### src/hw/rtl/ias_pkg.sv
// ias_pkg: shared constants and types of the interval activity selector
// no dependencies; used by ias_front, ias_back and interval_activity_selector
`timescale 1ns / 1ps

package ias_pkg;

   localparam int MAX_INTERVALS_DEF = 64;
   localparam int TIME_BITS_DEF     = 16;
   localparam int INDEX_BITS        = 7;
   localparam int LINK_DEPTH        = 4;

   // control of the link between front and back
   typedef struct packed {
      logic avail;
      logic last_item;
   } link_ctl_type;

   // back end sequencer
   typedef enum logic [4:0] {
      ST_LOAD  = 5'b00001,
      ST_SCAN  = 5'b00010,
      ST_PICK  = 5'b00100,
      ST_EMIT  = 5'b01000,
      ST_CLEAR = 5'b10000
   } back_state_type;

endpackage

### src/hw/rtl/ias_front.sv
// ias_front: input acceptance and short queue towards the back end
// depends on ias_pkg
`timescale 1ns / 1ps

module ias_front #(
   parameter int TIME_BITS = ias_pkg::TIME_BITS_DEF
) (
   input  logic                    clock,
   input  logic                    reset,
   input  logic                    req_push,
   output logic                    req_full,
   input  logic [TIME_BITS-1:0]    req_start_time,
   input  logic [TIME_BITS-1:0]    req_finish_time,
   input  logic                    req_last_item,
   output ias_pkg::link_ctl_type   link_ctl,
   output logic [TIME_BITS-1:0]    link_start,
   output logic [TIME_BITS-1:0]    link_finish,
   input  logic                    link_take
);

   localparam int PTR_W = $clog2(ias_pkg::LINK_DEPTH);
   localparam int CNT_W = $clog2(ias_pkg::LINK_DEPTH + 1);

   logic [TIME_BITS-1:0] s_mem_ff [ias_pkg::LINK_DEPTH];
   logic [TIME_BITS-1:0] f_mem_ff [ias_pkg::LINK_DEPTH];
   logic                 l_mem_ff [ias_pkg::LINK_DEPTH];
   logic [PTR_W-1:0]     wr_ptr_ff, wr_ptr_in, rd_ptr_ff, rd_ptr_in;
   logic [CNT_W-1:0]     count_ff, count_in;
   logic                 push_ok, take_ok;

   // transfer qualifiers
   assign req_full = (count_ff == CNT_W'(ias_pkg::LINK_DEPTH));
   assign push_ok  = req_push && !req_full;
   assign take_ok  = link_take && (count_ff != '0);

   // queue head towards the back end
   assign link_ctl.avail     = (count_ff != '0);
   assign link_ctl.last_item = l_mem_ff[rd_ptr_ff];
   assign link_start         = s_mem_ff[rd_ptr_ff];
   assign link_finish        = f_mem_ff[rd_ptr_ff];

   // pointer and fill count update
   always_comb begin
      wr_ptr_in = push_ok ? wr_ptr_ff + 1'b1 : wr_ptr_ff;
      rd_ptr_in = take_ok ? rd_ptr_ff + 1'b1 : rd_ptr_ff;
      count_in  = count_ff;
      if (push_ok && !take_ok) begin
         count_in = count_ff + 1'b1;
      end else if (!push_ok && take_ok) begin
         count_in = count_ff - 1'b1;
      end
   end

   always_ff @(posedge clock) begin
      if (reset) begin
         wr_ptr_ff <= '0;
         rd_ptr_ff <= '0;
         count_ff  <= '0;
      end else begin
         wr_ptr_ff <= wr_ptr_in;
         rd_ptr_ff <= rd_ptr_in;
         count_ff  <= count_in;
      end
   end

   // queue storage
   always_ff @(posedge clock) begin
      if (push_ok) begin
         s_mem_ff[wr_ptr_ff] <= req_start_time;
         f_mem_ff[wr_ptr_ff] <= req_finish_time;
         l_mem_ff[wr_ptr_ff] <= req_last_item;
      end
   end

   // fill count never passes the depth
   a_count_bound: assert property (@(posedge clock) disable iff (reset)
      count_ff <= CNT_W'(ias_pkg::LINK_DEPTH))
      else $error("link queue count out of range");

   // a full queue with no take keeps its count
   a_full_hold: assert property (@(posedge clock) disable iff (reset)
      (req_full && !link_take) |=> req_full)
      else $error("link queue lost an entry");

   // a take empties one slot
   a_take_count: assert property (@(posedge clock) disable iff (reset)
      (take_ok && !push_ok) |=> (count_ff == $past(count_ff) - 1'b1))
      else $error("link queue count slip");

endmodule

### src/hw/rtl/ias_back.sv
// ias_back: interval storage, greedy earliest finish selection and result output
// depends on ias_pkg
`timescale 1ns / 1ps

module ias_back #(
   parameter int MAX_INTERVALS = ias_pkg::MAX_INTERVALS_DEF,
   parameter int TIME_BITS     = ias_pkg::TIME_BITS_DEF
) (
   input  logic                              clock,
   input  logic                              reset,
   input  ias_pkg::link_ctl_type             link_ctl,
   input  logic [TIME_BITS-1:0]              link_start,
   input  logic [TIME_BITS-1:0]              link_finish,
   output logic                              link_take,
   output logic                              rsp_empty,
   input  logic                              rsp_pop,
   output logic [ias_pkg::INDEX_BITS-1:0]    rsp_chosen_index,
   output logic                              rsp_end_of_run,
   output logic                              rsp_overflow
);

   localparam int IDX_W = $clog2(MAX_INTERVALS);
   localparam int CNT_W = $clog2(MAX_INTERVALS + 1);

   logic [TIME_BITS-1:0] start_mem [MAX_INTERVALS];
   logic [TIME_BITS-1:0] finish_mem [MAX_INTERVALS];
   logic [TIME_BITS-1:0] rd_start_ff, rd_finish_ff;

   ias_pkg::back_state_type state_ff, state_in;
   logic [CNT_W-1:0]     count_ff, count_in;
   logic                 ovf_ff, ovf_in;
   logic [CNT_W-1:0]     addr_ff, addr_in;
   logic                 rd_v_ff, rd_v_in;
   logic [IDX_W-1:0]     rd_idx_ff, rd_idx_in;
   logic                 first_ff, first_in;
   logic [TIME_BITS-1:0] lf_ff, lf_in;
   logic [IDX_W-1:0]     cur_idx_ff, cur_idx_in;
   logic                 best_v_ff, best_v_in;
   logic [TIME_BITS-1:0] best_f_ff, best_f_in;
   logic [IDX_W-1:0]     best_idx_ff, best_idx_in;
   logic [MAX_INTERVALS-1:0] map_ff, map_in;
   logic                 prev_v_ff, prev_v_in;
   logic [IDX_W-1:0]     prev_ff, prev_in;
   logic                 out_v_ff, out_v_in;
   logic [ias_pkg::INDEX_BITS-1:0] out_idx_ff, out_idx_in;
   logic                 out_eor_ff, out_eor_in;

   logic wr_en, rd_en, slot_free, cand, better, in_range;

   assign rsp_empty        = !out_v_ff;
   assign rsp_chosen_index = out_idx_ff;
   assign rsp_end_of_run   = out_eor_ff;
   assign rsp_overflow     = ovf_ff;
   assign slot_free        = !out_v_ff || rsp_pop;
   assign in_range         = (addr_ff < count_ff);

   // store write and registered read
   always_ff @(posedge clock) begin
      if (wr_en) begin
         start_mem[count_ff[IDX_W-1:0]]  <= link_start;
         finish_mem[count_ff[IDX_W-1:0]] <= link_finish;
      end
      if (rd_en) begin
         rd_start_ff  <= start_mem[addr_ff[IDX_W-1:0]];
         rd_finish_ff <= finish_mem[addr_ff[IDX_W-1:0]];
      end
   end

   // candidate test: after the last pick in finish order and starting past it
   always_comb begin
      cand = first_ff ||
             ((rd_start_ff > lf_ff) &&
              ((rd_finish_ff > lf_ff) ||
               ((rd_finish_ff == lf_ff) && (rd_idx_ff > cur_idx_ff))));
      better = !best_v_ff || (rd_finish_ff < best_f_ff);
   end

   // sequencer
   always_comb begin
      state_in    = state_ff;
      count_in    = count_ff;
      ovf_in      = ovf_ff;
      addr_in     = addr_ff;
      rd_v_in     = 1'b0;
      rd_idx_in   = addr_ff[IDX_W-1:0];
      first_in    = first_ff;
      lf_in       = lf_ff;
      cur_idx_in  = cur_idx_ff;
      best_v_in   = best_v_ff;
      best_f_in   = best_f_ff;
      best_idx_in = best_idx_ff;
      map_in      = map_ff;
      prev_v_in   = prev_v_ff;
      prev_in     = prev_ff;
      out_v_in    = rsp_pop ? 1'b0 : out_v_ff;
      out_idx_in  = out_idx_ff;
      out_eor_in  = out_eor_ff;
      link_take   = 1'b0;
      wr_en       = 1'b0;
      rd_en       = 1'b0;
      case (state_ff)
         ias_pkg::ST_LOAD: begin
            if (link_ctl.avail) begin
               link_take = 1'b1;
               if (count_ff < CNT_W'(MAX_INTERVALS)) begin
                  wr_en    = 1'b1;
                  count_in = count_ff + 1'b1;
               end else begin
                  ovf_in = 1'b1;
               end
               if (link_ctl.last_item) begin
                  state_in  = ias_pkg::ST_SCAN;
                  first_in  = 1'b1;
                  best_v_in = 1'b0;
                  addr_in   = '0;
               end
            end
         end
         ias_pkg::ST_SCAN: begin
            // one read issued a cycle, compared in the following cycle
            if (in_range) begin
               rd_en   = 1'b1;
               rd_v_in = 1'b1;
               addr_in = addr_ff + 1'b1;
            end
            if (rd_v_ff && cand && better) begin
               best_v_in   = 1'b1;
               best_f_in   = rd_finish_ff;
               best_idx_in = rd_idx_ff;
            end
            if (!in_range && !rd_v_ff) begin
               state_in = ias_pkg::ST_PICK;
            end
         end
         ias_pkg::ST_PICK: begin
            addr_in = '0;
            if (best_v_ff) begin
               map_in[best_idx_ff] = 1'b1;
               lf_in      = best_f_ff;
               cur_idx_in = best_idx_ff;
               first_in   = 1'b0;
               best_v_in  = 1'b0;
               state_in   = ias_pkg::ST_SCAN;
            end else begin
               prev_v_in = 1'b0;
               state_in  = ias_pkg::ST_EMIT;
            end
         end
         ias_pkg::ST_EMIT: begin
            // hold one index back so the final one can be marked
            if (in_range) begin
               if (!map_ff[addr_ff[IDX_W-1:0]]) begin
                  addr_in = addr_ff + 1'b1;
               end else if (!prev_v_ff) begin
                  prev_v_in = 1'b1;
                  prev_in   = addr_ff[IDX_W-1:0];
                  addr_in   = addr_ff + 1'b1;
               end else if (slot_free) begin
                  out_v_in   = 1'b1;
                  out_idx_in = ias_pkg::INDEX_BITS'(prev_ff) + 1'b1;
                  out_eor_in = 1'b0;
                  prev_in    = addr_ff[IDX_W-1:0];
                  addr_in    = addr_ff + 1'b1;
               end
            end else if (slot_free) begin
               out_v_in   = 1'b1;
               out_idx_in = ias_pkg::INDEX_BITS'(prev_ff) + 1'b1;
               out_eor_in = 1'b1;
               state_in   = ias_pkg::ST_CLEAR;
            end
         end
         ias_pkg::ST_CLEAR: begin
            // overflow flag stays until the final result is taken
            if (slot_free) begin
               count_in = '0;
               map_in   = '0;
               lf_in    = '0;
               ovf_in   = 1'b0;
               state_in = ias_pkg::ST_LOAD;
            end
         end
         default: begin
            state_in = ias_pkg::ST_LOAD;
         end
      endcase
   end

   always_ff @(posedge clock) begin
      if (reset) begin
         state_ff  <= ias_pkg::ST_LOAD;
         count_ff  <= '0;
         ovf_ff    <= 1'b0;
         rd_v_ff   <= 1'b0;
         map_ff    <= '0;
         lf_ff     <= '0;
         best_v_ff <= 1'b0;
         first_ff  <= 1'b1;
         prev_v_ff <= 1'b0;
         out_v_ff  <= 1'b0;
         addr_ff   <= '0;
      end else begin
         state_ff  <= state_in;
         count_ff  <= count_in;
         ovf_ff    <= ovf_in;
         rd_v_ff   <= rd_v_in;
         map_ff    <= map_in;
         lf_ff     <= lf_in;
         best_v_ff <= best_v_in;
         first_ff  <= first_in;
         prev_v_ff <= prev_v_in;
         out_v_ff  <= out_v_in;
         addr_ff   <= addr_in;
      end
   end

   // payload registers
   always_ff @(posedge clock) begin
      rd_idx_ff   <= rd_idx_in;
      cur_idx_ff  <= cur_idx_in;
      best_f_ff   <= best_f_in;
      best_idx_ff <= best_idx_in;
      prev_ff     <= prev_in;
      out_idx_ff  <= out_idx_in;
      out_eor_ff  <= out_eor_in;
   end

   // interval count never passes capacity
   a_count_bound: assert property (@(posedge clock) disable iff (reset)
      count_ff <= CNT_W'(MAX_INTERVALS))
      else $error("interval count out of range");

   // selection map is empty while loading
   a_map_clear: assert property (@(posedge clock) disable iff (reset)
      (state_ff == ias_pkg::ST_LOAD) |-> (map_ff == '0))
      else $error("selection map not cleared");

   // a pick marks its interval
   a_pick_marks: assert property (@(posedge clock) disable iff (reset)
      (state_ff == ias_pkg::ST_PICK && best_v_ff) |=> map_ff[$past(best_idx_ff)])
      else $error("picked interval not marked");

   // no transfer from the link outside loading
   a_take_load: assert property (@(posedge clock) disable iff (reset)
      link_take |-> (state_ff == ias_pkg::ST_LOAD))
      else $error("link taken outside loading");

endmodule

### src/hw/rtl/interval_activity_selector.sv
// interval_activity_selector: top level joining the input front and the selection back end
// depends on ias_pkg, ias_front, ias_back
`timescale 1ns / 1ps

// Intervals are pushed one per cycle while full is low as (start, finish, last) and pass
// a four entry queue into the interval store; the item marked last closes the set.
// Intervals past MAX_INTERVALS are dropped and flag overflow on every result of that
// set. Selection then runs with input stalled once the queue fills: each pick is one
// pass over the n stored intervals through the registered store read port, followed by
// a pick step, and a final pass that finds no candidate ends selection; the output pass
// then walks the selection map once more, stalling while the result side holds pop low.
// Results come out in ascending arrival index, the final one marked by end_of_run.
module interval_activity_selector #(
   parameter int MAX_INTERVALS = ias_pkg::MAX_INTERVALS_DEF,
   parameter int TIME_BITS     = ias_pkg::TIME_BITS_DEF
) (
   input  logic                           clock,
   input  logic                           reset,
   input  logic                           push,
   output logic                           full,
   input  logic [TIME_BITS-1:0]           req_start_time,
   input  logic [TIME_BITS-1:0]           req_finish_time,
   input  logic                           req_last_item,
   output logic                           empty,
   input  logic                           pop,
   output logic [ias_pkg::INDEX_BITS-1:0] rsp_chosen_index,
   output logic                           rsp_end_of_run,
   output logic                           rsp_overflow
);

   ias_pkg::link_ctl_type link_ctl;
   logic [TIME_BITS-1:0]  link_start, link_finish;
   logic                  link_take;

   // input side
   ias_front #(
      .TIME_BITS (TIME_BITS)
   ) u_front (
      .clock           (clock),
      .reset           (reset),
      .req_push        (push),
      .req_full        (full),
      .req_start_time  (req_start_time),
      .req_finish_time (req_finish_time),
      .req_last_item   (req_last_item),
      .link_ctl        (link_ctl),
      .link_start      (link_start),
      .link_finish     (link_finish),
      .link_take       (link_take)
   );

   // storage, selection and result side
   ias_back #(
      .MAX_INTERVALS (MAX_INTERVALS),
      .TIME_BITS     (TIME_BITS)
   ) u_back (
      .clock            (clock),
      .reset            (reset),
      .link_ctl         (link_ctl),
      .link_start       (link_start),
      .link_finish      (link_finish),
      .link_take        (link_take),
      .rsp_empty        (empty),
      .rsp_pop          (pop),
      .rsp_chosen_index (rsp_chosen_index),
      .rsp_end_of_run   (rsp_end_of_run),
      .rsp_overflow     (rsp_overflow)
   );

endmodule
### config.mk
export PLATFORM = sky130hd
export DESIGN_NAME = interval_activity_selector
export DESIGN_NICKNAME = d
export VERILOG_FILES = /design/src/hw/rtl/ias_pkg.sv /design/src/hw/rtl/ias_front.sv /design/src/hw/rtl/ias_back.sv /design/src/hw/rtl/interval_activity_selector.sv
export SDC_FILE = /design/constraint.sdc
export NUM_CORES = 2
export LEC_CHECK = 0
export BUFFER_PORTS_ARGS = -buffer_cell sky130_fd_sc_hd__buf_2
export CAP_MARGIN = 20
export CELL_PAD_IN_SITES_DETAIL_PLACEMENT = 1
export CELL_PAD_IN_SITES_GLOBAL_PLACEMENT = 1
export CORE_UTILIZATION = 30
export CTS_CLUSTER_SIZE = 25
export DETAILED_ROUTE_END_ITERATION = 8
export HOLD_SLACK_MARGIN = 0.05
export PLACE_DENSITY = 0.57
export SETUP_SLACK_MARGIN = 0.05
export SYNTH_ARGS = -nofsm -noshare
export SYNTH_HDL_FRONTEND = slang
export SYNTH_SLANG_ARGS = --single-unit
### constraint.sdc
create_clock -name clock -period 7.9 [get_ports clock]
set_clock_uncertainty 0.2 [all_clocks]
set_input_delay 1.185 -clock clock [delete_from_list [all_inputs] [get_ports clock]]
set_output_delay 1.185 -clock clock [all_outputs]
set_load 0.02 [all_outputs]
---- After elaboration in Yosys (flattened, before gate mapping) ----
Memories as Yosys holds them, arrays and structs flattened. A register that Yosys moved wholly into a read port is not among the register bits.
Cells that the tools add are included.
word-level totals
  flip-flop bits (word level) ............. 160
  bits in latches ......................... 0
  memory bits (writable) .................. 2180
  bits in read-only memories .............. 0
  word-level logic and storage cells ...... 192
  memories kept ........................... 5
memories
  memory             words  bits a word  read ports  clocked after Yosys merged registers in  write ports  line             RTL
  u_back.finish_mem  64     16           1           1                                        1            ias_back.sv:26   logic [TIME_BITS-1:0] finish_mem [MAX_INTERVALS];
  u_back.start_mem   64     16           1           1                                        1            ias_back.sv:25   logic [TIME_BITS-1:0] start_mem [MAX_INTERVALS];
  u_front.f_mem_ff   4      16           1           1                                        1            ias_front.sv:25  logic [TIME_BITS-1:0] f_mem_ff [ias_pkg::LINK_DEPTH];
  u_front.s_mem_ff   4      16           1           1                                        1            ias_front.sv:24  logic [TIME_BITS-1:0] s_mem_ff [ias_pkg::LINK_DEPTH];
  u_front.l_mem_ff   4      1            1           1                                        1            ias_front.sv:26  logic l_mem_ff [ias_pkg::LINK_DEPTH];
cells by class
  add/subtract/negate cells ............... 7
  multiply operators ...................... 0
  divide/modulo/power cells ............... 0
  order comparisons ....................... 9
  equal/unequal tests ..................... 25
  shift operators ......................... 0
  muxes and demuxes ....................... 81
  bitwise gates (word level) .............. 1
  reduce and logical (&&, ||, !) cells .... 43
operators by type and width
  kind                                                   count
  2-to-1 mux 64 bit                                      2
  case mux 64 bit (2 select lines)                       1
  2-to-1 mux 7 bit                                       14
  bitwise OR 64 bit                                      1
  2-to-1 mux 1 bit                                       35
  > comparator 16 bit                                    2
  2-to-1 mux 16 bit                                      2
  case mux 16 bit (2 select lines)                       1
  2-to-1 mux 5 bit                                       6
  case mux 7 bit (4 select lines)                        1
  case mux 5 bit (5 select lines)                        1
  AND reduction 4 bit                                    6
  inequality test 2 x 1 -> 1 bit, second input constant  10
  equality test 16 bit                                   1
  < comparator 16 bit                                    1
  adder 7 x 1 -> 7 bit, second input constant            2
  < comparator 6 x 7 -> 1 bit, second input constant     2
  inequality test 2 bit, second input constant           7
  case mux 7 bit (2 select lines)                        1
  2-to-1 mux 2 bit                                       6
  2-to-1 mux 6 bit                                       2
  AND reduction 6 bit                                    2
  nonzero test 2 bit                                     6
  logical AND 1 bit                                      10
  28 further kinds                                       44

---- Depth between registers and ports, before layout ----
  depth after elaboration ................. 9
  mapped depth ............................ 11
  mapped depth without buffers ............ 10

---- By module ----
Synthesis repeated with hierarchy kept, for this count alone.
unflattened totals
  cells, all modules ...................... 3943
  area, all modules ....................... 91193.7 sq um
modules (own cells, without submodules)
  module     times used  cells an instance  area an instance (sq um)
  ias_back   1           3722               85924.9
  ias_front  1           221                5268.8

---- Worst setup path before layout ----
Ideal clock, no wire load.
  path kind ............................... reg-to-reg
  start ................................... register u_back.lf_ff[5]
  end ..................................... register u_back.best_f_ff[0] (enable)
  arrival time ............................ 3.281 ns
  setup slack ............................. 3.981 ns
  stages on the path, launching flop included .. 10
  path buffers ............................ 0
  clock period less this slack ............ 3.919 ns
  cell sequence ........................... dfxtp_1 inv_1 ha_1 a21o_1 a21o_1 a21oi_1 or4_1 o2111ai_1 o211ai_1 a221oi_1
on the way
  longest elaborated chain between the ends .. 8
  elaborated cells between the ends (all ways) .. 10
RTL lines
  what                                                         line             RTL
  start: declaration                                           ias_back.sv:36   logic [TIME_BITS-1:0] lf_ff, lf_in;
  start signal: assignment                                     ias_back.sv:207  lf_ff <= lf_in;
  branches (longest 3 deep; another with > comparator 16 bit)  --
  logical AND 1 bit (*)                                        ias_back.sv:72   ((rd_start_ff > lf_ff) &&
  logical OR 1 bit (*)                                         ias_back.sv:71   cand = first_ff ||
  logical AND 1 bit (*) (2 in a row)                           ias_back.sv:126  if (rd_v_ff && cand && better) begin
  AND reduction 2 bit (no line) (*)                            --
  end signal: assignment                                       ias_back.sv:220  best_f_ff <= best_f_in;
  end: declaration                                             ias_back.sv:39   logic [TIME_BITS-1:0] best_f_ff, best_f_in;
Mark *: on every way between the ends.
A chain may end at the register's enable or synchronous reset.

---- Worst setup path in the final report ----
  start ................................... register u_back.state_ff[1]
  end ..................................... memory u_back.finish_mem[16][14] (netlist name) (enable)
on the way
  longest elaborated chain between the ends .. 4
RTL lines
  what                                    line             RTL
  start: declaration                      ias_back.sv:29   ias_pkg::back_state_type state_ff, state_in;
  start signal: assignment                ias_back.sv:190  state_ff <= ias_pkg::ST_LOAD;
  start signal: assignment                ias_back.sv:202  state_ff <= state_in;
  equality test 5 x 1 -> 1 bit            ias_back.sv:101  case (state_ff)
  2-to-1 mux 1 bit                        ias_back.sv:101
  2-to-1 mux 1 bit                        ias_back.sv:59   if (wr_en) begin
  2-to-1 mux 1 bit (not written as such)  ias_back.sv:61   finish_mem[count_ff[IDX_W-1:0]] <= link_finish;
  end: declaration                        ias_back.sv:26
No other way between the ends.

==> impl_results.md <==
- Max cap viols: 0
- Fraction of layout cells with a size suffix above 1: 29.5%
- Worst relative slew slack: 24.6%
- Congestion Overflow GR: 0
- Primary FF master, synth: edfxtp_1
- Max Clk Rate: 0.207 GHz
- CP Capture Type: flip-flop
- RSZ-0062 raised after global routing: no
- Fin crit share: 61.3%
- CP arrival: 5.11 ns
- GR Util met1: 20.9%
- I/O pin total: 48
- Htree depth: 4
- Asr flop ratio synth: 0%
- Final nets: 4323
- Post-route DRC: 0
- Post-CTS setup buffer count: 0
- Cts hold-fix bufs: 0
- Synth area leader: edfxtp_1
- Sequential share of power: 52.3%
- Kind of start point of the critical path: flip-flop
- Final hold vios: 0
- Seq cells post-synth: 2374
- 1st-iter DRT viols: 4051
- Number of global-route vias before repair: 44500
- Place WS: 2.76 ns
- Die extent in x: 554 um
- Register Area: 70100 um^2
- Cells after Synth: 3989
- Reg clk slew, reported paths: 0.07 ns
- Min-delay worst type: flip-flop to flip-flop
- Syn_nets: 4094
- Top Usage Layer GRT: met2
- Met2 GRT Util: 23.8%
- Internal power: 22600 uW
- Leak pwr: 0.0310 uW
- Post-Syn Area: 91300 um^2
- Clock latency on the worst-skew pair: 0.92 ns
- Hpwl dp: 130000 um
- Sequential share of the synthesized area: 76.8%
- Top cells by instance count after synthesis: 2254 x edfxtp_1, 706 x mux4_2, 183 x nor2_1
- Max VDD drop: 0.232 mV
- # setup viols final: 0
- Maximum fanout along the worst path: 21
- Number of nets still failing antenna checks after routing: 0
- Top-count cell post-synth: edfxtp_1
- Die footprint: 306000 um^2
- Vias: 42000
- Critical Path RT: 8.17 ns
- Vias per Instance: 5.00
- First-pass GRT wire length: 331000 um
- # rows: 202
- CTS tree: built
- Total GRT Usage: 15.0%
- Buffers added on ports: 47
- # clock sinks: 2374
- Comb pwr share: 12.3%
- Multi-input gate area: 20600 um^2
- M3 GR Usage: 3.50%
- Buffer depth of the longest clock path: 4
- Largest net degree at the start of global routing: 125
- Total CTS buffers: 236
- Synth top area share: 74.2%
- Post-Route WL: 231000 um
- DRT Pass-1 Iters: 5
- Status: complete, no violations
- Post-synth cell types: 51
- Synth Warn #: 0
- RD Place Congestion: 0.769
- Layout area overhead: 14.6%
- Filler instances: 29400
- Initial antenna violation count: 12
- Fin. max-slew vios: 0
- Synth area leaders: edfxtp_1 74%, mux4_2 17%, dfxtp_1 2.6%
- Power Density: 290 nW/um^2
- # resized after CTS: 0
- Die height: 554 um
- Drt wl/cell: 27.6 um
- Critical path class: flip-flop to flip-flop
- Post-synth EDFFs: 2254
- Sw Ratio: 25.5%
- Clock root buffer master: clkbuf_16
- Min Clock Period, post-route: 4.84 ns
- Net Sw Power: 7750 uW
- Clock power share: 35.4%
- Core area: 303000 um^2
- Setup ws final: 3.06 ns
- Final TNS setup: 0 ns
- Syn avg cell area: 22.9 um^2
- Initial Util: 30.1%
- Worst Tran Pin Value: 1.13 ns
critical path, stage by stage, from the launching register on:
cell and delay (ns):
dfxtp_1 0.37, nor3_1 0.31, nand3b_1 0.34, nor2_1 0.51
inv_1 0.16, nor3_1 0.50, nand2_1 0.80, nor2_4 0.71
buf_4 0.51
kinds of logic (layout without fill, tap and decap cells):
| kind of cell | count (synthesis) | count (layout) | synth area share [%] |
|---|---|---|---|
| and+or+nand+nor | 338 | 338 | 1.71 |
| other | 0 | 4 | 0 |
| buffers and inverters | 258 | 674 | 1.27 |
| xor gates and xnor gates | 14 | 14 | 0.134 |
| muxes | 761 | 761 | 18.0 |
| DFF | 2374 | 2374 | 76.8 |
| adders and majority gates | 68 | 68 | 0.940 |
| AOI/OAI and AO/OA | 176 | 176 | 1.12 |
metal layers:
metal / vias to the layer above / wire (um) / share of wire (%)
met5: - / 7 / 0.0030
met4: 2 / 3980 / 1.7
met3: 255 / 16100 / 7.0
met2: 1152 / 109000 / 47
met1: 23200 / 102000 / 44
li1: 17300 / - / -
layout by cell type (no fill, tap or decap), types with 12 or more instances in the layout:
| cell type | count |
|---|---|
| nand3_1 | 21 |
| clkbuf_1 | 59 |
| mux2i_1 | 41 |
| edfxtp_1 | 2254 |
| nor3_1 | 12 |
| nor2_1 | 118 |
| mux2_2 | 14 |
| inv_1 | 59 |
| clkinv_2 | 33 |
| a21o_1 | 18 |
| clkinv_1 | 59 |
| buf_2 | 48 |
| buf_12 | 14 |
| ha_1 | 67 |
| clkbuf_16 | 237 |
| nor2_4 | 65 |
| o21ai_0 | 12 |
| mux4_2 | 706 |
| o21ai_1 | 16 |
| nand2_1 | 39 |
| a21oi_1 | 90 |
| buf_4 | 126 |
| bufinv_16 | 14 |
| dfxtp_1 | 112 |
path summary, 6_finish.rpt:
check                                  startpoint                                   to  slack [ns]  cells past startpoint
setup / recovery  u_back.state_ff[1]$_SDFFE_PP0P_  u_back.finish_mem[16][14]$_DFFE_PP_        3.06                      8
hold / removal        u_back.rd_idx_ff[2]$_DFF_P_      u_back.best_idx_ff[2]$_DFFE_PP_        0.22                      0
setup reg to reg  u_back.state_ff[1]$_SDFFE_PP0P_  u_back.finish_mem[16][14]$_DFFE_PP_        3.06                      8
hold reg to reg       u_back.rd_idx_ff[2]$_DFF_P_      u_back.best_idx_ff[2]$_DFFE_PP_        0.22                      0
flip-flops by register name, summed over array words and instances (netlist names), 3 cells and up, named ones only:
name / cells
u_back.addr_ff: 7
u_back.best_f_ff: 16
u_back.best_idx_ff: 6
u_back.count_ff: 7
u_back.cur_idx_ff: 6
u_back.finish_mem: 1024
u_back.lf_ff: 16
u_back.map_ff: 64
u_back.prev_ff: 6
u_back.rd_finish_ff: 16
u_back.rd_idx_ff: 6
u_back.rd_start_ff: 16
u_back.rsp_chosen_index: 7
u_back.start_mem: 1024
u_back.state_ff: 5
u_front.count_ff: 3
u_front.f_mem_ff: 64
u_front.l_mem_ff: 4
u_front.s_mem_ff: 64
power by group through the flow:
stage                     sequential (uW)  clock (uW)  combinational, uW
after floorplan                     16100           0               1910
after global placement              16100           0               3530
after detailed placement            16200           0               3700
after CTS                           15900       11000               3690
after global routing                15900       11400               4010
final                               15900       10700               3720
metrics by stage:
stage | instances | hold WS [ns] | cell area [um^2] | power, uW | util, %
2_1_floorplan | 3989 | 0.162 | 91300 | 18000 | -
3_3_place_gp | 7949 | 0.218 | 97200 | 19700 | 32.1
3_5_place_dp | 7951 | 0.215 | 97200 | 19900 | 32.1
5_1_grt | 8384 | 0.232 | 105000 | 31400 | 34.5
4_1_cts | 8376 | 0.199 | 104000 | 30600 | 34.5
6_report | 8387 | 0.220 | 105000 | 30300 | 34.6
cell type report:
type	instances	share of cell area [%]
repair buffers	190	1.45
flip-flops and latches	2374	67.0
diodes	4	0.00957
inverters	59	0.212
multi-input cells	1357	19.6
well taps	3978	4.76
clock inverters	128	1.01
clock buffers	297	5.89
Power figures use the tool's default switching activity.
